## src/assert_macros.svh

```systemverilog
// Assertion macros used by the top-level RTL file.
`ifndef ASSERT_MACROS_SVH
`define ASSERT_MACROS_SVH

// Condition that must hold at every clock edge outside reset.
`define AEF_ASSERT_ALWAYS(label, cond, msg) \
    label: assert property (@(posedge clk) disable iff (!rst_n) (cond)) \
        else $error(msg);

// Condition that must hold in the cycle after the trigger.
`define AEF_ASSERT_NEXT(label, trig, cons, msg) \
    label: assert property (@(posedge clk) disable iff (!rst_n) (trig) |=> (cons)) \
        else $error(msg);

`endif

```

## src/aef_pkg.sv

```systemverilog
// Package: constants and result type for the alternating extremum finder.
`timescale 1ns / 1ps
`default_nettype none

package aef_pkg;

    localparam int MAX_SAMPLES_DEF = 256;
    localparam int SAMPLE_W        = 13;
    localparam int THR_W           = 12;
    localparam int IDX_OUT_W       = 8;
    localparam int CNT_OUT_W       = 9;
    localparam int S_TDATA_W       = 16;
    localparam int M_TDATA_W       = 24;
    localparam logic [THR_W-1:0] THRESHOLD_RESET = 12'd2;

    localparam int FIFO_DEPTH = 4;
    localparam int FIFO_PTR_W = 2;
    localparam int FIFO_CNT_W = 3;

    typedef struct packed {
        logic [IDX_OUT_W-1:0] extremum_index;
        logic                 is_peak;
        logic [CNT_OUT_W-1:0] total_count;
        logic                 final_res;
    } result_t;

endpackage

`default_nettype wire

```

## src/alternating_extremum_finder.sv

```systemverilog
// Top level: alternating valley/peak detector with hysteresis threshold.
//
// Usage:
//   s_axis carries one signed 13-bit sample per transfer in tdata[12:0];
//   tlast marks the final sample of a sequence, which stands for a sentinel
//   peak at its own index (its value is ignored).
//   m_axis carries one result per transfer: extremum index, peak flag
//   (tuser), rounded-down-to-even count, tlast on the final result.
//   cfg_we/cfg_wdata write the 12-bit hysteresis threshold; write it only
//   while no sequence results are outstanding.
// Results: a result caused by a sample enters the result queue with the
//   sample transfer and is shown on m_axis once earlier results are taken.
//   A final sample may produce two results, presented one after the other.
// Throughput: one sample per cycle unless held off. Results go into a
//   4-entry result queue; s_axis_tready drops only while over two results wait.
// Reset: clears all tracking state and the queue, threshold returns to 2.
// Stall: when m_axis_tready is low, results collect in the queue and the
//   input is held off once the queue cannot take two more.
`timescale 1ns / 1ps
`default_nettype none

`include "assert_macros.svh"

module alternating_extremum_finder #(
    parameter int MAX_SAMPLES = aef_pkg::MAX_SAMPLES_DEF
) (
    input  wire logic                         clk,
    input  wire logic                         rst_n,
    // config
    input  wire logic                         cfg_we,
    input  wire logic [aef_pkg::THR_W-1:0]    cfg_wdata,   // threshold
    // sample stream
    input  wire logic                         s_axis_tvalid,
    output logic                              s_axis_tready,
    input  wire logic [aef_pkg::S_TDATA_W-1:0] s_axis_tdata, // [12:0] sample, [15:13] zero
    input  wire logic                         s_axis_tlast,  // last sample
    // result stream
    output logic                              m_axis_tvalid,
    input  wire logic                         m_axis_tready,
    output logic [aef_pkg::M_TDATA_W-1:0]     m_axis_tdata,  // [7:0] extremum_index,
                                                             // [16:8] total_count, [23:17] zero
    output logic                              m_axis_tuser,  // is_peak
    output logic                              m_axis_tlast   // final_res
);

    localparam int IDX_W = (MAX_SAMPLES > 1) ? $clog2(MAX_SAMPLES) : 1;
    localparam int CNT_W = $clog2(MAX_SAMPLES + 1);
    localparam logic [IDX_W-1:0] IDX_MAX = IDX_W'(MAX_SAMPLES - 1);
    localparam logic [CNT_W-1:0] CNT_MAX = CNT_W'(MAX_SAMPLES);

    // tracking state
    logic [aef_pkg::THR_W-1:0]           threshold_reg;
    logic                                seeking_peak_reg, seeking_peak_next;
    logic signed [aef_pkg::SAMPLE_W-1:0] tracked_value_reg, tracked_value_next;
    logic [IDX_W-1:0]                    tracked_index_reg, tracked_index_next;
    logic [IDX_W-1:0]                    sample_index_reg, sample_index_next;
    logic [CNT_W-1:0]                    count_reg, count_next;
    logic                                started_reg, started_next;

    // result queue
    aef_pkg::result_t                    fifo_mem [aef_pkg::FIFO_DEPTH];
    logic [aef_pkg::FIFO_PTR_W-1:0]      wr_ptr_reg, rd_ptr_reg;
    logic [aef_pkg::FIFO_CNT_W-1:0]      fifo_cnt_reg;

    logic                                in_xfer, out_xfer;
    logic signed [aef_pkg::SAMPLE_W-1:0] sample;
    logic signed [aef_pkg::SAMPLE_W:0]   swing;
    logic signed [aef_pkg::SAMPLE_W:0]   thr_ext;
    logic [CNT_W-1:0]                    count_inc1, count_inc2;
    logic [1:0]                          push_n;
    aef_pkg::result_t                    res0, res1;
    logic [IDX_W+aef_pkg::IDX_OUT_W-1:0] idx_wide_cur, idx_wide_trk;
    logic [CNT_W+aef_pkg::CNT_OUT_W-1:0] cnt_wide;
    aef_pkg::result_t                    head;

    assign in_xfer  = s_axis_tvalid && s_axis_tready;
    assign out_xfer = m_axis_tvalid && m_axis_tready;
    assign sample   = s_axis_tdata[aef_pkg::SAMPLE_W-1:0];

    // room for two results keeps a final sample from overrunning the queue
    assign s_axis_tready = (fifo_cnt_reg <= aef_pkg::FIFO_CNT_W'(2));

    // 14-bit differences cover the full 13-bit range without overflow
    assign swing   = seeking_peak_reg
                   ? ((aef_pkg::SAMPLE_W+1)'(tracked_value_reg) - (aef_pkg::SAMPLE_W+1)'(sample))
                   : ((aef_pkg::SAMPLE_W+1)'(sample) - (aef_pkg::SAMPLE_W+1)'(tracked_value_reg));
    assign thr_ext = signed'({2'b00, threshold_reg});

    // saturating extremum counts: one bump for a pending valley, one for the peak
    assign count_inc1 = (count_reg < CNT_MAX) ? count_reg + CNT_W'(1) : count_reg;
    always_comb
    begin
        if (started_reg && !seeking_peak_reg)
        begin
            count_inc2 = (count_inc1 < CNT_MAX) ? count_inc1 + CNT_W'(1) : count_inc1;
        end
        else
        begin
            count_inc2 = count_inc1;
        end
    end

    // output fields take the low bits of the internal index and count
    assign idx_wide_cur = {{aef_pkg::IDX_OUT_W{1'b0}}, sample_index_reg};
    assign idx_wide_trk = {{aef_pkg::IDX_OUT_W{1'b0}}, tracked_index_reg};
    assign cnt_wide     = {{aef_pkg::CNT_OUT_W{1'b0}}, count_inc2};

    always_comb
    begin
        seeking_peak_next  = seeking_peak_reg;
        tracked_value_next = tracked_value_reg;
        tracked_index_next = tracked_index_reg;
        count_next         = count_reg;
        started_next       = started_reg;
        sample_index_next  = (sample_index_reg < IDX_MAX)
                           ? sample_index_reg + IDX_W'(1) : sample_index_reg;
        push_n             = 2'd0;

        // confirmed extreme of the current mode
        res0.extremum_index = idx_wide_trk[aef_pkg::IDX_OUT_W-1:0];
        res0.is_peak        = seeking_peak_reg;
        res0.total_count    = '0;
        res0.final_res      = 1'b0;

        // sentinel peak at the last sample
        res1.extremum_index = idx_wide_cur[aef_pkg::IDX_OUT_W-1:0];
        res1.is_peak        = 1'b1;
        res1.total_count    = {cnt_wide[aef_pkg::CNT_OUT_W-1:1], 1'b0};
        res1.final_res      = 1'b1;

        if (s_axis_tlast)
        begin
            if (started_reg && !seeking_peak_reg)
            begin
                push_n = 2'd2;
            end
            else
            begin
                push_n = 2'd1;
                res0   = res1;
            end
            seeking_peak_next  = 1'b0;
            tracked_value_next = '0;
            tracked_index_next = '0;
            sample_index_next  = '0;
            count_next         = '0;
            started_next       = 1'b0;
        end
        else if (!started_reg)
        begin
            started_next       = 1'b1;
            tracked_value_next = sample;
            tracked_index_next = sample_index_reg;
        end
        else if (swing >= thr_ext)
        begin
            push_n             = 2'd1;
            count_next         = count_inc1;
            seeking_peak_next  = !seeking_peak_reg;
            tracked_value_next = sample;
            tracked_index_next = sample_index_reg;
        end
        else if (seeking_peak_reg ? (sample > tracked_value_reg)
                                  : (sample < tracked_value_reg))
        begin
            tracked_value_next = sample;
            tracked_index_next = sample_index_reg;
        end
    end

    // control state, threshold and queue pointers
    always_ff @(posedge clk or negedge rst_n)
    begin
        if (!rst_n)
        begin
            threshold_reg     <= aef_pkg::THRESHOLD_RESET;
            seeking_peak_reg  <= 1'b0;
            tracked_value_reg <= '0;
            tracked_index_reg <= '0;
            sample_index_reg  <= '0;
            count_reg         <= '0;
            started_reg       <= 1'b0;
            wr_ptr_reg        <= '0;
            rd_ptr_reg        <= '0;
            fifo_cnt_reg      <= '0;
        end
        else
        begin
            if (cfg_we)
            begin
                threshold_reg <= cfg_wdata;
            end
            if (in_xfer)
            begin
                seeking_peak_reg  <= seeking_peak_next;
                tracked_value_reg <= tracked_value_next;
                tracked_index_reg <= tracked_index_next;
                sample_index_reg  <= sample_index_next;
                count_reg         <= count_next;
                started_reg       <= started_next;
                wr_ptr_reg        <= wr_ptr_reg + aef_pkg::FIFO_PTR_W'(push_n);
            end
            if (out_xfer)
            begin
                rd_ptr_reg <= rd_ptr_reg + aef_pkg::FIFO_PTR_W'(1);
            end
            fifo_cnt_reg <= fifo_cnt_reg
                          + (in_xfer ? aef_pkg::FIFO_CNT_W'(push_n) : '0)
                          - (out_xfer ? aef_pkg::FIFO_CNT_W'(1) : '0);
        end
    end

    // queue storage
    always_ff @(posedge clk)
    begin
        if (in_xfer && (push_n != 2'd0))
        begin
            fifo_mem[wr_ptr_reg] <= res0;
        end
        if (in_xfer && (push_n == 2'd2))
        begin
            fifo_mem[wr_ptr_reg + aef_pkg::FIFO_PTR_W'(1)] <= res1;
        end
    end

    assign head          = fifo_mem[rd_ptr_reg];
    assign m_axis_tvalid = (fifo_cnt_reg != '0);
    assign m_axis_tdata  = {{(aef_pkg::M_TDATA_W - aef_pkg::CNT_OUT_W - aef_pkg::IDX_OUT_W){1'b0}},
                            head.total_count, head.extremum_index};
    assign m_axis_tuser  = head.is_peak;
    assign m_axis_tlast  = head.final_res;

    // queue never holds more than its depth
    `AEF_ASSERT_ALWAYS(a_fifo_bound,
        fifo_cnt_reg <= aef_pkg::FIFO_CNT_W'(aef_pkg::FIFO_DEPTH),
        "result queue overflow")
    // sample index stays within the saturation limit
    `AEF_ASSERT_ALWAYS(a_idx_bound, sample_index_reg <= IDX_MAX,
        "sample index past saturation")
    // a last sample restarts the sequence
    `AEF_ASSERT_NEXT(a_seq_restart, in_xfer && s_axis_tlast,
        !started_reg && (sample_index_reg == '0) && (count_reg == '0),
        "sequence state not cleared after last sample")

endmodule

`default_nettype wire
```

## config.mk

```make
export PLATFORM = sky130hd
export DESIGN_NAME = alternating_extremum_finder
export DESIGN_NICKNAME = d
export VERILOG_FILES = /design/src/aef_pkg.sv /design/src/alternating_extremum_finder.sv
export VERILOG_INCLUDE_DIRS = /design/src /design/src/src
export SDC_FILE = /design/constraint.sdc
export NUM_CORES = 1
export LEC_CHECK = 0
export BUFFER_PORTS_ARGS = -buffer_cell sky130_fd_sc_hd__buf_2
export CAP_MARGIN = 20
export CORE_ASPECT_RATIO = 1.1
export CORE_MARGIN = 3
export CORE_UTILIZATION = 45
export CTS_CLUSTER_SIZE = 25
export DETAILED_ROUTE_END_ITERATION = 10
export GPL_ROUTABILITY_DRIVEN = 0
export PLACE_DENSITY = 0.68
export SYNTH_ARGS = -nofsm -noshare
export SYNTH_HDL_FRONTEND = slang
export SYNTH_SLANG_ARGS = --single-unit
```

## constraint.sdc

```tcl
create_clock -name clk -period 13.65 [get_ports clk]
set_clock_uncertainty 0.05 [all_clocks]
set_input_delay 0.6825 -clock clk [delete_from_list [all_inputs] [get_ports clk]]
set_output_delay 0.6825 -clock clk [all_outputs]
set_load 0.02 [all_outputs]
```

==> metrics.cfg <==
[status]
status=complete, no violations

[cells_and_area]
final_common_cell=nand2_1
area_delta_synth_final_pct=10.7
design_area_sq_um=9060
final_nets=912
multi_input_area_sq_um=4120
utilization_pct=50.9
antenna_cells=0
final_cell_mix=117 x nand2_1, 64 x edfxtp_1, 58 x dfrtp_1, 55 x inv_1, 53 x o21ai_0
fillCellCount=1621
largest_reg_flops=72
regArea_sq_um=3560
final_layout_size_suffix_gt1_share_pct=17.1

[pwr]
power_leakage_nw=3.67
total_power_mw=1.90
cellPowerDensity_nw_per_um2=210
ir_worst_vdd_uv=100

[floorplan]
io_pins=62
die_h_um=147
core_region_area_sq_um=17800
dieArea_sq_um=19900
die_x_um=135
num_rows=51
start_util_pct=46.0

[drt]
wire_per_inst_um=17.3
wl_met1_um=8200
totalWireLength_um=18600
via_per_inst=5.57
top_layer_used=met5
drtPass1Iterations=6
drc_errors=0
drt_iter0_markers=431
ant_nets=0
num_vias=6019
route.met2.wl_um=9250
wl_met3_um=827

[yosys]
ys_warn_count=0
synth_edf_count=64
netlist_area_sq_um=8190
yosysUniqueCellTypes=74
syn_inst=802
synth_ff_type=edfxtp_1
syn_avg_cell_area_sq_um=10.2
yosysSeqAreaShare_pct=43.5
async_flop_share_pct=45.0
synth_seq_cells=131

[sta]
finalHoldViolations=0
tightest_slew_ns=0.952
post-route-period-util_pct=44.1
rsz0062_at_grt=no
whs_ns=0.354
max_freq_mhz=166
tns_ns=0
finalCriticalPeriod_ns=6.02
final_max_slew_viol_count=0
finalSetupViolations=0
slew_headroom_pct=36.5

[global_route]
overflow=0
antenna_found_initial=1
grt_pass1_wl_um=30700
grt_pass1_vias=6000
grt_usage_pct=19.5
grt_max_degree=60

[clocking]
cts_resized=0
clk_latency_ns=0.43
cts_made_buffers=17
tritoncts=yes
cts_sinks=131
clk_pin_slew_ns=0.06
clockRootBuffer=clkbuf_16
cts_hold_buf=0
cts.htree.levels=4
post-cts-setup-buffers=0
clk_path_buf_depth=2

[critical_path]
crit_type=in -> reg
cp-start-kind=primary input
rrSetupSlack_ns=7.69
cp.arrival_ns=5.92
path_max_fanout=16
ff2ff_path_depth=17
r2r_end=fifo_mem[3][16]
required_ns=13.55
r2r-start=tracked_value_reg[3]
crit_path_end_kind=flop

[placed_design]
place_area_sq_um=8480
portBuffers=50
dp_hpwl_um=12800

[hold_path]
hold_class=in -> async

[job]
maxCapViolCount=0

## power by group
group          switching (mW)  internal [mW]
combinational           0.526          0.355
clock                   0.180          0.270
sequential             0.0720          0.498
total                   0.778           1.12
## how the worst max path moves through the flow
stage	startpoint	end
finish	s_axis_tdata[1]	fifo_mem[3][16]
global route	s_axis_tdata[1]	fifo_mem[3][17]
global placement	s_axis_tdata[1]	fifo_mem[3][13]
CTS	s_axis_tdata[1]	fifo_mem[3][16]
detailed placement	s_axis_tdata[1]	fifo_mem[3][13]
floorplan	s_axis_tdata[3]	fifo_cnt_reg[2]
## layout make-up
| type | count | area share, % |
|---|---|---|
| multi-input cells | 567 | 45.4 |
| repair buffers | 56 | 3.26 |
| clock buffers | 18 | 4.74 |
| flip-flops and latches | 131 | 39.3 |
| inverters | 56 | 2.32 |
| well taps | 238 | 3.29 |
| clock inverters | 14 | 1.67 |
## worst max-delay path: stages
cell and delay (ns):
buf_2 0.13, inv_1 0.08, ha_1 0.33, nor2b_1 0.14, o21ai_0 0.17, o211ai_1 0.14
o21ai_0 0.44, nor2_1 0.11, nor2_1 0.15, xnor2_1 0.15, ha_1 0.28, a21o_1 0.18
a211oi_1 0.35, o2111ai_1 0.21, a21oi_1 0.25, mux2i_4 0.15, a21oi_2 0.40, or2_1 0.76
nand2_1 0.79
## per-layer routing
metal	global-route usage, %	vias to the layer above
met5	0	-
met4	6.67	2
met3	3.61	36
met2	33.6	177
met1	24.8	2896
li1	-	2908
## Yosys cell counts (17+ instances only)
cell      count  share of area, %
mux4_2       18               5.0
o22ai_1      24               1.8
edfxtp_1     64                23
xnor2_1      19               2.0
nor2b_1      19               1.5
xor2_1       17               1.8
o21ai_0      53               3.2
dfrtp_1      58                18
nand3_1      17               1.0
nand2_1     117               5.4
clkbuf_1     23               1.1
ha_1         46               7.0
nor2_1       39               1.8
a21oi_1      24               1.5
mux2i_1      17               2.1
inv_1        55               2.5
## metrics by stage
| step | std cells | worst slack (ns) |
|---|---|---|
| 2_1_floorplan | 809 | 8.71 |
| 3_3_place_gp | 1048 | 7.29 |
| 3_5_place_dp | 1048 | 7.18 |
| 4_1_cts | 1080 | 7.60 |
| 5_1_grt | 1080 | 7.24 |
| 6_report | 1080 | 7.63 |
## logic make-up after synthesis
family | count (synthesis) | share of synthesized area [%]
simple gates | 244 | 14.0
compound gates | 183 | 15.0
flops | 131 | 43.5
buf+inv | 111 | 6.71
fa+ha+maj | 49 | 7.76
mux | 47 | 9.14
xor+xnor | 36 | 3.85
other cells | 1 | 0.0458
No activity file was read; power rests on OpenSTA's default activity.
